--- src/rtl/lslf_pkg.sv ---
// Shared types, constants and saturation helpers for the least-squares line fit.
`timescale 1ns / 1ps
`default_nettype none
package lslf_pkg;

  localparam int unsigned MAX_PAIRS_DEFAULT = 4096;

  localparam int unsigned DW = 16;   // sample width
  localparam int unsigned MW = 64;   // multiplier operand width
  localparam int unsigned WW = 128;  // wide working width
  localparam int unsigned OW = 48;   // slope and intercept width
  localparam int unsigned EW = 40;   // mean error width
  localparam int unsigned FW = 2;    // status width
  localparam int unsigned RW = 72;   // residual width

  localparam logic [FW-1:0] ST_OK       = 2'd0;
  localparam logic [FW-1:0] ST_ZERO_VAR = 2'd1;
  localparam logic [FW-1:0] ST_DROPPED  = 2'd2;

  typedef enum logic [3:0] {
    OP_IDLE,
    OP_PASS1,
    OP_MUL_NXX,
    OP_MUL_SXX,
    OP_MUL_NXY,
    OP_MUL_SXY,
    OP_CHECK,
    OP_DIV_SLOPE,
    OP_MUL_SLOPE,
    OP_DIV_ICPT,
    OP_PASS2,
    OP_DIV_MAE,
    OP_ZERO,
    OP_EMIT
  } op_t;

  typedef struct packed {
    op_t  op;
    logic go;
  } cmd_t;

  typedef struct packed {
    logic done;
    logic var_ok;
  } stat_t;

  // Apply the sign to a rounded magnitude and clamp to the signed output range.
  function automatic logic signed [OW-1:0] sat_signed(input logic neg,
                                                      input logic [WW-1:0] mag);
    logic [WW-1:0] lim;
    lim = {{(WW-OW){1'b0}}, 1'b1, {(OW-1){1'b0}}};
    if (neg) begin
      if (mag > lim) return lim[OW-1:0];
      return OW'(0) - mag[OW-1:0];
    end
    if (mag >= lim) return {1'b0, {(OW-1){1'b1}}};
    return mag[OW-1:0];
  endfunction

  function automatic logic [EW-1:0] sat_unsigned(input logic [WW-1:0] mag);
    if (mag[WW-1:EW] != '0) return '1;
    return mag[EW-1:0];
  endfunction

endpackage
`default_nettype wire

--- src/rtl/lslf_ctrl.sv ---
// Controller: sequences the passes, products and quotients of one fit.
`timescale 1ns / 1ps
`default_nettype none
module lslf_ctrl (
  input  logic            clk,
  input  logic            rst,
  input  logic            start,
  input  logic            last_pair,
  input  lslf_pkg::stat_t stat,
  output lslf_pkg::cmd_t  cmd,
  output logic            busy,
  output logic            done
);
  import lslf_pkg::*;

  typedef enum logic [3:0] {
    S_IDLE,
    S_PASS1,
    S_MUL_NXX,
    S_MUL_SXX,
    S_MUL_NXY,
    S_MUL_SXY,
    S_CHECK,
    S_DIV_SLOPE,
    S_MUL_SLOPE,
    S_DIV_ICPT,
    S_PASS2,
    S_DIV_MAE,
    S_ZERO,
    S_EMIT
  } state_t;

  state_t state;
  logic   adv;

  // ignore a stale done in the launch cycle
  assign adv  = !cmd.go && stat.done;
  assign busy = (state != S_IDLE);

  always_ff @(posedge clk) begin
    if (rst) begin
      state  <= S_IDLE;
      cmd.op <= OP_IDLE;
      cmd.go <= 1'b0;
      done   <= 1'b0;
    end else begin
      cmd.go <= 1'b0;
      done   <= 1'b0;
      unique case (state)
        S_IDLE: if (start && last_pair) begin
          state  <= S_PASS1;
          cmd.op <= OP_PASS1;
          cmd.go <= 1'b1;
        end
        S_PASS1: if (adv) begin
          state  <= S_MUL_NXX;
          cmd.op <= OP_MUL_NXX;
          cmd.go <= 1'b1;
        end
        S_MUL_NXX: if (adv) begin
          state  <= S_MUL_SXX;
          cmd.op <= OP_MUL_SXX;
          cmd.go <= 1'b1;
        end
        S_MUL_SXX: if (adv) begin
          state  <= S_MUL_NXY;
          cmd.op <= OP_MUL_NXY;
          cmd.go <= 1'b1;
        end
        S_MUL_NXY: if (adv) begin
          state  <= S_MUL_SXY;
          cmd.op <= OP_MUL_SXY;
          cmd.go <= 1'b1;
        end
        S_MUL_SXY: if (adv) begin
          state  <= S_CHECK;
          cmd.op <= OP_CHECK;
        end
        S_CHECK: begin
          if (stat.var_ok) begin
            state  <= S_DIV_SLOPE;
            cmd.op <= OP_DIV_SLOPE;
          end else begin
            state  <= S_ZERO;
            cmd.op <= OP_ZERO;
          end
          cmd.go <= 1'b1;
        end
        S_DIV_SLOPE: if (adv) begin
          state  <= S_MUL_SLOPE;
          cmd.op <= OP_MUL_SLOPE;
          cmd.go <= 1'b1;
        end
        S_MUL_SLOPE: if (adv) begin
          state  <= S_DIV_ICPT;
          cmd.op <= OP_DIV_ICPT;
          cmd.go <= 1'b1;
        end
        S_DIV_ICPT: if (adv) begin
          state  <= S_PASS2;
          cmd.op <= OP_PASS2;
          cmd.go <= 1'b1;
        end
        S_PASS2: if (adv) begin
          state  <= S_DIV_MAE;
          cmd.op <= OP_DIV_MAE;
          cmd.go <= 1'b1;
        end
        S_DIV_MAE: if (adv) begin
          state  <= S_EMIT;
          cmd.op <= OP_EMIT;
          done   <= 1'b1;
        end
        S_ZERO: begin
          state  <= S_EMIT;
          cmd.op <= OP_EMIT;
          done   <= 1'b1;
        end
        S_EMIT: begin
          state  <= S_IDLE;
          cmd.op <= OP_IDLE;
        end
        default: begin
          state  <= S_IDLE;
          cmd.op <= OP_IDLE;
        end
      endcase
    end
  end

endmodule
`default_nettype wire

--- config.mk ---
export PLATFORM = sky130hd
export DESIGN_NAME = lslf_ctrl
export DESIGN_NICKNAME = d
export VERILOG_FILES = /design/src/rtl/lslf_pkg.sv /design/src/rtl/lslf_ctrl.sv
export SDC_FILE = /design/constraint.sdc
export NUM_CORES = 1
export LEC_CHECK = 0
export BUFFER_PORTS_ARGS = -buffer_cell sky130_fd_sc_hd__clkbuf_2
export CORE_AREA = 2 2 39 41
export DETAILED_ROUTE_END_ITERATION = 12
export DIE_AREA = 0 0 41 43
export PLACE_DENSITY_LB_ADDON = 0.12
export RECOVER_POWER = 100
export SETUP_SLACK_MARGIN = 0.2
export SYNTH_ARGS = -nofsm -noshare
export SYNTH_HDL_FRONTEND = slang
export SYNTH_SLANG_ARGS = --single-unit
--- constraint.sdc ---
create_clock -name clk -period 4.59 [get_ports clk]
set_clock_uncertainty 0.15 [all_clocks]
set_input_delay 0.918 -clock clk [delete_from_list [all_inputs] [get_ports clk]]
set_output_delay 0.918 -clock clk [all_outputs]
set_load 0.005 [all_outputs]
# [Word-level counts from Yosys, hierarchy flattened]
# Cells that the tools add are included.
[op_classes] eq_ne=23 mux=26 reduce_logical=6
[op_table] op="$pmux W4 S13" count=2
[op_table] op="$mux W4" count=12
[op_table] op="$mux W5" count=9
[op_table] op="$ne A2 B2 Y1 const B" count=11
[op_table] op="$eq A4 B4 Y1 const B" count=5
[op_table] op="$eq A4 B3 Y1 const B" count=4
[op_table] op="$reduce_and A11 Y1" count=1
[op_table] op="$pmux W1 S10" count=1
[op_table] op="$eq A4 B2 Y1 const B" count=2
[op_table] op="$eq A4 B1 Y1 const B" count=1
[op_table] op="$logic_not A4 Y1" count=1
[op_table] op="$reduce_bool A4 Y1" count=1
[op_table] op="$logic_and A1 B1 Y1" count=2
[op_table] op="$pmux W1 S2" count=1
[op_table] op="$logic_not A1 Y1" count=1
[op_table] op="$mux W1" count=1
[word_totals] reg_bits=10 inputBits=6 out_inout_bits=7 elab_cells=59

# [Depth between registers and ports, before layout]
# Gate-level depths: netlist of the first run.
[depth] ltp_word=4 ltp_mapped=7 mapped_depth_nobuf=5

# [Worst setup path after synthesis of the first run]
# OpenSTA, ideal clock, no wires.
[synth_timing] path_type="input to register" start="in stat[1] (netlist name)" end="reg cmd[3] (netlist name)" setup_ps=126 arrival_time_ps=1834 required_ps=4314 slack_ps=2480 path_stages=6 n_path_buf=1 cell_sequence="nand2b_1 > buf_2 > a21oi_1 > o31ai_4 > a222oi_1 > nor2_1"
[synth_between] elab_chain_len=3 word_cells_on_any_way=12 classes_between="10 x eq/ne; 2 x reduce/logical"
[synth_rtl] element="from (decl)" line_no="lslf_ctrl.sv:9" source="input lslf_pkg::stat_t stat,"
[synth_rtl] element="$logic_and A1 B1 Y1 *" line_no="lslf_ctrl.sv:37" source="assign adv = !cmd.go && stat.done;"
[synth_rtl] element="$ne A2 B2 Y1 (no line)"
[synth_rtl] element="$reduce_and A11 Y1 (no line) *"
[synth_rtl] element="to (decl)" line_no="lslf_ctrl.sv:10" source="output lslf_pkg::cmd_t cmd,"
# Every way passes the cells marked *; elsewhere a longest branch is shown, timed or not.
# A chain may end at the register's enable or synchronous reset.

# [Final worst setup path of the first run]
[layout_timing] start="in stat[1] (netlist name)" end="reg cmd[4] (netlist name)"
# Same word-level chain as after synthesis.

==> results of run 1 <==
==> worst max-delay path by stage <==
stage | end | slack (ps) | cells past startpoint
finish | cmd[4] | 2160 | 6
global route | cmd[3] | 2020 | 6
CTS | busy | 2180 | 3
detailed placement | cmd[3] | 2230 | 6
global placement | cmd[4] | 2280 | 6
floorplan | cmd[3] | 2480 | 6
==> metal layers <==
metal / vias up / track usage / wire, microns / part of all wire
met3: 5 / 0.04712 / 92 / 0.059
met5: - / 0 / 0 / 0
met2: 21 / 0.3000 / 674 / 0.43
li1: 344 / - / - / -
met4: 0 / 0.1400 / 49 / 0.031
met1: 292 / 0.3212 / 749 / 0.48
==> cells in the final DEF (no fill, tap or decap) <==
| master | netlist | layout |
|---|---|---|
| a21oi_1 | 11 | 11 |
| clkbuf_2 | 0 | 11 |
| nor2_1 | 10 | 10 |
| dfxtp_1 | 10 | 10 |
| nand2_1 | 9 | 9 |
| nor2b_1 | 6 | 6 |
| o21ai_0 | 5 | 5 |
| nand2b_1 | 4 | 4 |
| nand3_1 | 4 | 4 |
| clkbuf_4 | 0 | 3 |
| or3_1 | 2 | 2 |
| a32oi_1 | 2 | 2 |
| o21a_1 | 2 | 2 |
| a211oi_2 | 1 | 1 |
| a21boi_0 | 0 | 1 |
| o221ai_1 | 1 | 1 |
| o31a_1 | 1 | 1 |
| inv_1 | 1 | 1 |
| a31o_2 | 1 | 1 |
| or2_2 | 1 | 1 |
| nand4_1 | 1 | 1 |
| nor2b_4 | 1 | 1 |
| o31ai_4 | 2 | 1 |
| o31ai_1 | 0 | 1 |
| nor3_1 | 1 | 1 |
| o2bb2ai_1 | 1 | 1 |
| a222oi_1 | 1 | 1 |
| a31oi_1 | 1 | 1 |
| a211oi_1 | 1 | 1 |
| o32a_1 | 1 | 1 |
| mux2i_1 | 1 | 1 |
| clkbuf_1 | 4 | 1 |
==> area by class of cell <==
| type | count | area, sq um | area share |
|---|---|---|---|
| Multi-Input combinational cell | 72 | 437.9 | 0.5892 |
| Tap cell | 16 | 20.02 | 0.02694 |
| Timing Repair Buffer | 12 | 58.81 | 0.07912 |
| Sequential cell | 10 | 200.2 | 0.2694 |
| Clock buffer | 3 | 22.52 | 0.03030 |
| Inverter | 1 | 3.754 | 0.005051 |
==> worst min-delay path, cell delays in order, from the launching register on <==
cell,delay (ps)
dfxtp_1,310
nand2_1,50
a21oi_1,50
==> kinds of logic (layout without fill, tap and decap cells) <==
family / Yosys count / in the layout / share of synthesized area
AO/OA/AOI/OAI: 32 / 32 / 0.3427
multiplexers: 1 / 1 / 0.01406
AND/OR/NAND/NOR: 39 / 39 / 0.2777
buffers and inverters: 11 / 16 / 0.08433
flip-flops: 10 / 10 / 0.2812
==> metrics by stage <==
stage                     instances  worst slack [ps]  instance area (sq um)  total power, W
after detailed placement        111              2227                  735.7       0.0003370
after global routing            114              2016                  743.2       0.0004154
final                           114              2165                  743.2       0.0003851
after global placement          111              2278                  735.7       0.0003339
after floorplan                  93              2480                  711.9       0.0002971
after CTS                       114              2184                  758.2       0.0004006
==> power by group through the flow <==
stage	logic [W]	registers, W	clock network [W]
4_1_cts	0.000183	0.000152	0.0000648
5_1_grt	0.000192	0.000157	0.0000659
6_report	0.000172	0.000152	0.0000616
2_1_floorplan	0.000182	0.000115	0
3_3_place_gp	0.000181	0.000153	0
3_5_place_dp	0.000182	0.000155	0
==> state kept, by name, indices dropped and copies added, names as in the netlist <==
| name | flops |
|---|---|
| cmd | 5 |
| done | 1 |
| state | 4 |
==> results by group, run 1 <==
Status
  – Status: finished, final reports clean

Floorplanning
  – Core Area: about 1400 sq um
  – Io pins: 13
  – Row count: 14
  – DIE WIDTH: approximately 41 microns
  – Height of the die: about 43 microns
  – Initial Util: 0.5145
  – Full die area: between 1500 and 2000 sq um

Drt
  – DR vias/cell: around 5.8
  – DRC Markers: 0
  – Vias: around 660
  – Wire length per cell: 13.73 microns
  – Antenna-violating nets left: 0
  – Drt first pass iters: 4
  – Total Wirelength: roughly 1600 microns
  – Starting DRT DRC Count: 7

Setup path
  – Delay-heaviest family, CP: compound AO/OA/AOI/OAI gates
  – R2R Path Start: state[2]
  – Critical-path cell list: clkbuf_2 -> nand2b_1 -> a21oi_1 -> o31ai_1 -> mux2i_1 -> nor2_1
  – R2R Setup Slk: about 2400 ps
  – CP endpoint kind: flop
  – Startpoint Class: primary input
  – R2R depth: 5
  – Crit-path max FO: 8
  – Setup crit start: stat[1]
  – Critical Path RT: between 4000 and 5000 ps
  – Critical path class: in -> reg
  – CP arrival: approximately 2400 ps
  – Worst reg2reg path endpoint: cmd[4]
  – Slowest stage cell on the critical path: o31ai_1
  – Worst path max stage delay: 710 ps
  – Buf+Inv Stages, Crit Path: 1

Synthesis
  – Syn_nets: 99
  – Share of the synthesized area in the top cell type: 0.2812
  – Yosys top cell by area: dfxtp_1
  – Post-Syn Instances: between 90 and 100
  – Number of synthesized flops with an enable pin: 0
  – Cell area after synthesis: between 700 and 800 sq um
  – Area contributors post-synth: dfxtp_1 28%, a21oi_1 7.7%, o31ai_4 6.0%
  – Synth cell types: 32
  – Synthesis warning total: 0
  – Most common cell in the synthesized netlist: a21oi_1
  – Sequential fraction of the synthesis area: 0.2812
  – Avg Cell Area, Syn: ~7.7 sq um
  – Asr flop ratio synth: 0
  – Leading post-synthesis cells by instance count: 11 x a21oi_1, 10 x dfxtp_1, 10 x nor2_1, 9 x nand2_1, 6 x nor2b_1
  – Register bit total from synthesis: 10
  – Main synth FF type: dfxtp_1

Global routing
  – Initial antenna violation count: 0
  – Pin count of the biggest net entering global routing: 22
  – Total gr overflow: 0
  – Global-route wire length before repair: 2670 microns
  – Total Routing Usage GR: 0.2259
  – Vias in the first global route: 584

STA
  – Fin crit share: 0.5284
  – Period minus WS final: roughly 2400 ps
  – Setup TNS: 0 ps
  – Worst hold slack: between 300 and 400 ps
  – RSZ-0062 raised after global routing: no
  – Relative slew slack: 0.4400
  – Slew @ Worst Pin: approximately 830 ps
  – Final setup viols: 0
  – Hold Fails Final Rpt: 0
  – Fmax: around 410 MHz
  – Fin. max-slew vios: 0

Layout
  – Inserted Diodes: 0
  – Layout fillers: 139
  – Area grow syn2layout: 4.394%
  – Share of layout cells above drive strength 1: 0.1939
  – Final core utilization: 0.5371
  – Final net count: ~110

Clock tree
  – CTS Root Cell: clkbuf_4
  – CTS tree: built
  – Num CTS Buffers: 3
  – Skew-Pair Late Insertion Delay: 280 ps
  – Hold-fix buffers, CTS: 0
  – Clk sinks: 10
  – CTS H-Tree Depth: 1
  – Buffer levels on the longest clock path: 2
  – Post_cts resized: 0
  – Postcts setup bufs: 0
  – Clock transition at the registers of the reported paths: 70 ps

Job
  – Max-cap violations: 0

Min path
  – Hold EP: cmd[2]
  – Hold path depth: 2
  – HP Start: cmd[2]
  – Hold WC Path Type: reg -> reg

Place
  – Final HPWL DP: roughly 1100 microns
  – Port bufs: 12
  – GPL Wtd Cong: 0.7756

Pwr
  – Pint: about 0.00022 W
  – NetSw: between 0.00015 and 0.0002 W
  – Sw Share: 0.4280
  – Sequential share of power: 0.394
  – Gate power share: 0.446
  – Maximum vdd ir drop: roughly 220 uV
  – Power per cell area: ~520 nW/um^2
  – Static leakage: ~0.29 nW
  – Clk pwr share: 0.160
Note: power is estimated with default switching activity, not from simulation.
==> inputs of run 2 (changes only) <==
--- a/config.mk
+++ b/config.mk
@@ -6,9 +6,8 @@
 export NUM_CORES = 1
 export LEC_CHECK = 0
 export BUFFER_PORTS_ARGS = -buffer_cell sky130_fd_sc_hd__clkbuf_2
-export CORE_AREA = 2 2 39 41
+export CORE_UTILIZATION = 47
 export DETAILED_ROUTE_END_ITERATION = 12
-export DIE_AREA = 0 0 41 43
 export PLACE_DENSITY_LB_ADDON = 0.12
 export RECOVER_POWER = 100
 export SETUP_SLACK_MARGIN = 0.2
==> constraint.sdc (replaced) <==
create_clock -name clk -period 2.1 [get_ports clk]
set_clock_uncertainty 0.15 [all_clocks]
set_input_delay 0.42 -clock clk [delete_from_list [all_inputs] [get_ports clk]]
set_output_delay 0.42 -clock clk [all_outputs]
set_load 0.005 [all_outputs]
==> results by group, run 2 (synthesized netlist as in run 1, its figures left out) <==
Clock tree
  – Num CTS Buffers: 3 (unchanged)
  – Skew-Pair Late Insertion Delay: 270 ps (was 280 ps)
  – Clock transition at the registers of the reported paths: 70 ps (about the same)
  – CTS Root Cell: clkbuf_4 (unchanged)
  – Postcts setup bufs: 0 (unchanged)
  – CTS tree: built (unchanged)
  – Buffer levels on the longest clock path: 2 (unchanged)
  – Post_cts resized: 0 (unchanged)
  – CTS H-Tree Depth: 1 (unchanged)
  – Hold-fix buffers, CTS: 0 (unchanged)
  – Clk sinks: 10 (unchanged)

Min path
  – Hold WC Path Type: in -> reg (was reg -> reg)
  – HP Start: rst (was cmd[2])

Floorplanning
  – Initial Util: 0.5273 (was 0.5145)
  – Height of the die: 40.92 microns (was 43 microns)
  – DIE WIDTH: 40.92 microns (was 41 microns)
  – Row count: 13 (was 14)
  – Full die area: 1674 sq um (was 1763 sq um)
  – Core Area: 1350 sq um (was 1384 sq um)
  – Io pins: 13 (unchanged)

STA
  – Final setup margin: 266.7 ps (was 2165 ps)
  – Relative slew slack: 0.6645 (was 0.4400)
  – Fin. max-slew vios: 0 (unchanged)
  – Worst hold slack: 293.4 ps (was 308.5 ps)
  – Final setup viols: 0 (unchanged)
  – Slew @ Worst Pin: 500.2 ps (was 832.9 ps)
  – RSZ-0062 raised after global routing: no (unchanged)
  – Fmax: roughly 550 MHz
  – Hold Fails Final Rpt: 0 (unchanged)
  – Fin crit share: 0.8730
  – Period minus WS final: between 1500 and 2000 ps
  – Setup TNS: 0 ps (unchanged)

Pwr
  – Static leakage: 0.3003 nW (was 0.2853 nW)
  – Power per cell area: 1165 nW/um^2 (was 518.1 nW/um^2)
  – Maximum vdd ir drop: 527.1 uV (was 223.9 uV)

Setup path
  – Critical Path RT: 2110 ps (was 4600 ps)
  – Worst path max stage delay: 600 ps (was 710 ps)
  – Slowest stage cell on the critical path: dfxtp_1 (was o31ai_1)
  – Critical path class: reg -> reg (was in -> reg)
  – Critical-path cell list: nor2b_1 -> o31ai_4 -> o31ai_2 -> a222oi_1 -> nor2_1 (was clkbuf_2 -> nand2b_1 -> a21oi_1 -> o31ai_1 -> mux2i_1 -> nor2_1)
  – Delay-heaviest family, CP: compound AO/OA/AOI/OAI gates (unchanged)
  – Buf+Inv Stages, Crit Path: 0 (was 1)
  – CP endpoint kind: flop (unchanged)
  – Startpoint Class: flop (was primary input)
  – Crit-path max FO: 13 (was 8)
  – R2R Setup Slk: 270 ps (was 2390 ps)
  – R2R Path Start: state[2] (unchanged)
  – CP arrival: 1840 ps (was 2430 ps)
  – Setup crit start: state[2] (was stat[1])

Layout
  – Largest register by flop count: cmd (unchanged)
  – Layout fillers: 153 (was 139)
  – Inserted Diodes: 0 (unchanged)
  – Non-filler cells in the finished layout: 119 (was 114)
  – Biggest regs: cmd x5, state x4, done x1 (unchanged)
  – Area grow syn2layout: 10.90% (was 4.394%)
  – Most common cell after layout, fill and taps aside: a21oi_1
  – Max reg flops: 5 (unchanged)
  – Final net count: 111 (was 106)
  – Most frequent cells in the layout: 11 x a21oi_1, 10 x nor2_1, 9 x nand2_1, 9 x dfxtp_1, 7 x clkbuf_1 (was 11 x a21oi_1, 11 x clkbuf_2, 10 x nor2_1, 10 x dfxtp_1, 9 x nand2_1)
  – Share of layout cells above drive strength 1: 0.2019 (was 0.1939)

Drt
  – Vias: 700 (was 662)
  – DR vias/cell: 5.882 (was 5.807)
  – Total Wirelength: 1615 microns (was 1565 microns)
  – Wire length per cell: 13.57 microns (was 13.73 microns)
  – DRC Markers: 0 (unchanged)
  – Starting DRT DRC Count: 20 (was 7)
  – Drt first pass iters: 4 (unchanged)
  – Antenna-violating nets left: 0 (unchanged)

Global routing
  – Total gr overflow: 0 (unchanged)
  – Total Routing Usage GR: 0.2416 (was 0.2259)
  – Global-route wire length before repair: 2615 microns (was 2670 microns)
  – Pin count of the biggest net entering global routing: 15 (was 22)
  – Vias in the first global route: 591 (was 584)
  – Initial antenna violation count: 0 (unchanged)

Place
  – GPL Wtd Cong: 0.7595 (was 0.7756)
  – Placed cells: 115 (was 111)
  – DP Worst Slack: 259.6 ps (was 2227 ps)
  – Final HPWL DP: 1208 microns (was 1052 microns)
  – Port bufs: 12 (unchanged)

Job
  – Max-cap violations: 0 (unchanged)

Status
  – Status: finished, final reports clean (unchanged)
==> run 2: worst register-to-register path: cells and delay by family, from the launching register on <==
family          cells  cell delay [ps]
compound gates      3              770
flops               1              600
simple gates        2              210
==> run 2: power breakdown <==
part           total, W  internal, W  switching [W]  leakage (nW)
registers      0.000300     0.000232      0.0000688        0.0818
clock network  0.000178     0.000105      0.0000730        0.0210
logic          0.000441     0.000209       0.000232         0.198
==> run 2: final cells by class <==
| class | instances | area [sq um] | share of cell area |
|---|---|---|---|
| Sequential cell | 10 | 201.4 | 0.2552 |
| Timing Repair Buffer | 17 | 86.33 | 0.1094 |
| Clock buffer | 4 | 36.28 | 0.04596 |
| Inverter | 1 | 3.754 | 0.004754 |
| Tap cell | 15 | 18.77 | 0.02377 |
| Multi-Input combinational cell | 72 | 442.9 | 0.5610 |
==> run 2: through the flow <==
step	total power, W	util	area (sq um)
6_report	0.0009197	0.5848	789.5
5_1_grt	0.0009925	0.5848	789.5
4_1_cts	0.0009504	0.5987	808.3
3_5_place_dp	0.0007715	0.5718	772.0
3_3_place_gp	0.0007596	0.5718	772.0
2_1_floorplan	0.0006495	-	711.9
==> run 2: per-layer routing <==
layer / wire length, microns / track usage / vias to the layer above
met1: 758 / 0.3431 / 326
met5: 0 / 0 / -
li1: - / - / 354
met3: 65 / 0.04891 / 2
met2: 774 / 0.3477 / 18
met4: 17 / 0.1000 / 0
==> run 2: final timing paths <==
path,end,depth (start not counted)
worst min register to register,cmd[2],2
worst min-delay path,cmd[2],2
worst max register to register,cmd[3],5
worst max-delay path,cmd[3],5
==> inputs of run 3 (changes only) <==
--- a/config.mk
+++ b/config.mk
@@ -5,8 +5,10 @@
 export SDC_FILE = /design/constraint.sdc
 export NUM_CORES = 1
 export LEC_CHECK = 0
+export ABC_AREA = 1
 export BUFFER_PORTS_ARGS = -buffer_cell sky130_fd_sc_hd__clkbuf_2
-export CORE_UTILIZATION = 47
+export CORE_UTILIZATION = 45
+export CTS_BUF_LIST = sky130_fd_sc_hd__clkbuf_16
 export DETAILED_ROUTE_END_ITERATION = 12
 export PLACE_DENSITY_LB_ADDON = 0.12
 export RECOVER_POWER = 100
==> results by group, run 3 <==
Setup path
  – Critical path class: reg -> reg (unchanged)
  – Slowest stage cell on the critical path: o21ai_1 (was dfxtp_1)
  – R2R Path Start: state[2] (unchanged)
  – CP endpoint kind: flop (unchanged)
  – Startpoint Class: flop (unchanged)
  – Crit-path max FO: 9 (was 13)
  – Setup crit start: state[2] (unchanged)
  – Critical-path cell list: nand2_1 -> inv_1 -> o21ai_1 -> nand3_2 -> nand2_1 -> a21oi_1 (was nor2b_1 -> o31ai_4 -> o31ai_2 -> a222oi_1 -> nor2_1)
  – Crit path top cell by count: nand2_1
  – CP arrival: 1720 ps (was 1840 ps)
  – Worst path max stage delay: 500 ps (was 600 ps)
  – Critical Path RT: 2070 ps (was 2110 ps)

STA
  – Final setup viols: 0 (unchanged)
  – Period minus WS final: 1749 ps (was 1833 ps)
  – Fmax: 571.6 MHz (was 545.5 MHz)
  – Slew @ Worst Pin: 600.7 ps (was 500.2 ps)
  – Fin crit share: 0.8331 (was 0.8730)
  – Setup TNS: 0 ps (unchanged)
  – Worst hold slack: 330.0 ps (was 293.4 ps)
  – Fin. max-slew vios: 0 (unchanged)
  – Hold Fails Final Rpt: 0 (unchanged)
  – Relative slew slack: 0.5968 (was 0.6645)
  – RSZ-0062 raised after global routing: no (unchanged)

Floorplanning
  – Core Area: 1171 sq um (was 1350 sq um)
  – Height of the die: 38.42 microns (was 40.92 microns)
  – DIE WIDTH: 38.42 microns (was 40.92 microns)
  – Initial Util: 0.5096 (was 0.5273)
  – Io pins: 13 (unchanged)
  – Row count: 12 (was 13)
  – Full die area: 1476 sq um (was 1674 sq um)

Clock tree
  – CTS H-Tree Depth: 1 (unchanged)
  – Num CTS Buffers: 3 (unchanged)
  – Skew-Pair Late Insertion Delay: 240 ps (was 270 ps)
  – CTS tree: built (unchanged)
  – Postcts setup bufs: 0 (unchanged)
  – Clock transition at the registers of the reported paths: 40 ps (was 70 ps)
  – Buffer levels on the longest clock path: 2 (unchanged)
  – Hold-fix buffers, CTS: 0 (unchanged)
  – Post_cts resized: 0 (unchanged)
  – Clk sinks: 10 (unchanged)
  – CTS Root Cell: clkbuf_16 (was clkbuf_4)

Synthesis
  – Synthesis warning total: 0 (unchanged)
  – Area contributors post-synth: dfxtp_1 34%, nand2_1 15%, a21oi_1 9.2% (was dfxtp_1 28%, a21oi_1 7.7%, o31ai_4 6.0%)
  – Avg Cell Area, Syn: 6.631 sq um (was 7.655 sq um)
  – Main synth FF type: dfxtp_1 (unchanged)
  – Most common cell in the synthesized netlist: nand2_1 (was a21oi_1)
  – Yosys top cell by area: dfxtp_1 (unchanged)
  – Synth cell types: 18 (was 32)
  – Asr flop ratio synth: 0 (unchanged)
  – Cell area after synthesis: 596.8 sq um (was 711.9 sq um)
  – Leading post-synthesis cells by instance count: 24 x nand2_1, 12 x inv_1, 11 x a21oi_1, 10 x dfxtp_1, 8 x nand3_1 (was 11 x a21oi_1, 10 x dfxtp_1, 10 x nor2_1, 9 x nand2_1, 6 x nor2b_1)
  – Register bit total from synthesis: 10 (unchanged)
  – Post-Syn Instances: 90 (was 93)
  – Syn_nets: 96 (was 99)
  – Share of the synthesized area in the top cell type: 0.3354 (was 0.2812)
  – Sequential fraction of the synthesis area: 0.3354 (was 0.2812)
  – Number of synthesized flops with an enable pin: 0 (unchanged)

Global routing
  – Total gr overflow: 0 (unchanged)
  – Vias in the first global route: 547 (was 591)
  – Total Routing Usage GR: 0.2424 (was 0.2416)
  – Initial antenna violation count: 0 (unchanged)
  – Pin count of the biggest net entering global routing: 11 (was 15)
  – Global-route wire length before repair: 2359 microns (was 2615 microns)

Place
  – GPL Wtd Cong: 0.8372 (was 0.7595)
  – Port bufs: 12 (unchanged)
  – Final HPWL DP: 989.5 microns (was 1208 microns)

Pwr
  – Static leakage: 0.3372 nW (was 0.3003 nW)
  – Final Total Pwr: 0.0006679 W (was 0.0009197 W)
  – Maximum vdd ir drop: 587.7 uV (was 527.1 uV)
  – Power per cell area: 936.6 nW/um^2 (was 1165 nW/um^2)

Layout
  – Share of layout cells above drive strength 1: 0.1456 (was 0.2019)
  – Largest register by flop count: cmd (unchanged)
  – Area grow syn2layout: 19.50% (was 10.90%)
  – Most common cell after layout, fill and taps aside: nand2_1 (was a21oi_1)
  – Final net count: 110 (was 111)
  – Biggest regs: cmd x5, state x4, done x1 (unchanged)
  – Max reg flops: 5 (unchanged)
  – Most frequent cells in the layout: 24 x nand2_1, 12 x inv_1, 11 x a21oi_1, 10 x dfxtp_1, 8 x nand3_1 (was 11 x a21oi_1, 10 x nor2_1, 9 x nand2_1, 9 x dfxtp_1, 7 x clkbuf_1)
  – Inserted Diodes: 0 (unchanged)

Drt
  – DRC Markers: 0 (unchanged)
  – DR vias/cell: 5.487 (was 5.882)
  – Total Wirelength: 1424 microns (was 1615 microns)
  – Antenna-violating nets left: 0 (unchanged)
  – Drt first pass iters: 5 (was 4)
  – Wire length per cell: 12.17 microns (was 13.57 microns)
  – Vias: 642 (was 700)
  – Starting DRT DRC Count: 38 (was 20)

Job
  – Max-cap violations: 0 (unchanged)

Min path
  – HP Start: rst (unchanged)
  – Hold WC Path Type: in -> reg (unchanged)

Status
  – Status: finished, final reports clean (unchanged)
## run 3: cell count changes after synthesis, moves of 4 or more
cell,before,now
nor2b_1,6,0
nand2b_1,4,0
clkbuf_1,4,0
nand4_1,1,6
nand2_1,9,24
inv_1,1,12
nand3_1,4,8
nor2_1,10,5
## run 3: final cells by class
| type | instances | area [sq um] |
|---|---|---|
| clock buffers | 3 | 75.07 |
| well taps | 14 | 17.52 |
| repair buffers | 12 | 53.80 |
| clock inverters | 1 | 3.754 |
| inverters | 12 | 45.04 |
| flip-flops and latches | 10 | 200.2 |
| fillers | 107 | 457.9 |
| multi-input cells | 65 | 317.8 |
## run 3: power by group
| group | switching (W) | leakage, nW | internal [W] |
|---|---|---|---|
| Sequential | 0.0000145 | 0.0813 | 0.000203 |
| Clock | 0.0000993 | 0.0385 | 0.000251 |
| Combinational | 0.0000633 | 0.217 | 0.0000369 |
## run 3: logic make-up after synthesis
| logic type | Yosys count | share of synthesized area |
|---|---|---|
| flops | 10 | 0.3354 |
| compound gates | 17 | 0.1719 |
| simple gates | 48 | 0.3795 |
| buf+inv | 15 | 0.1132 |
## run 3: layer usage
metal | global-route usage | vias up | share of wire
met4 | 0.1034 | 0 | 0.018
li1 | - | 327 | -
met2 | 0.3475 | 33 | 0.45
met3 | 0.1047 | 4 | 0.10
met1 | 0.3141 | 278 | 0.42
met5 | 0 | - | 0
## run 3: path summary, 6_finish.rpt
path	slack, ps	cells past startpoint	endpoint
setup reg to reg	350	6	state[0]
setup / recovery	350	6	state[0]
hold / removal	330	2	cmd[0]
hold reg to reg	350	2	cmd[2]
## run 3: critical path: cells and delay by family, from the launching register on
| kind | cells | cell delay, ps |
|---|---|---|
| AO/OA/AOI/OAI | 2 | 570 |
| flip-flops | 1 | 390 |
| AND/OR/NAND/NOR | 3 | 430 |
| buffers and inverters | 1 | 80 |
## run 3: stage by stage
stage	util	cell area [sq um]	std cells	setup slack [ps]
after global placement	0.5566	651.9	113	646.6
final	0.6090	713.2	117	350.6
after global routing	0.6090	713.2	117	221.5
after CTS	0.6239	730.7	117	464.8
after detailed placement	0.5566	651.9	113	599.1
after floorplan	-	596.8	90	778.3
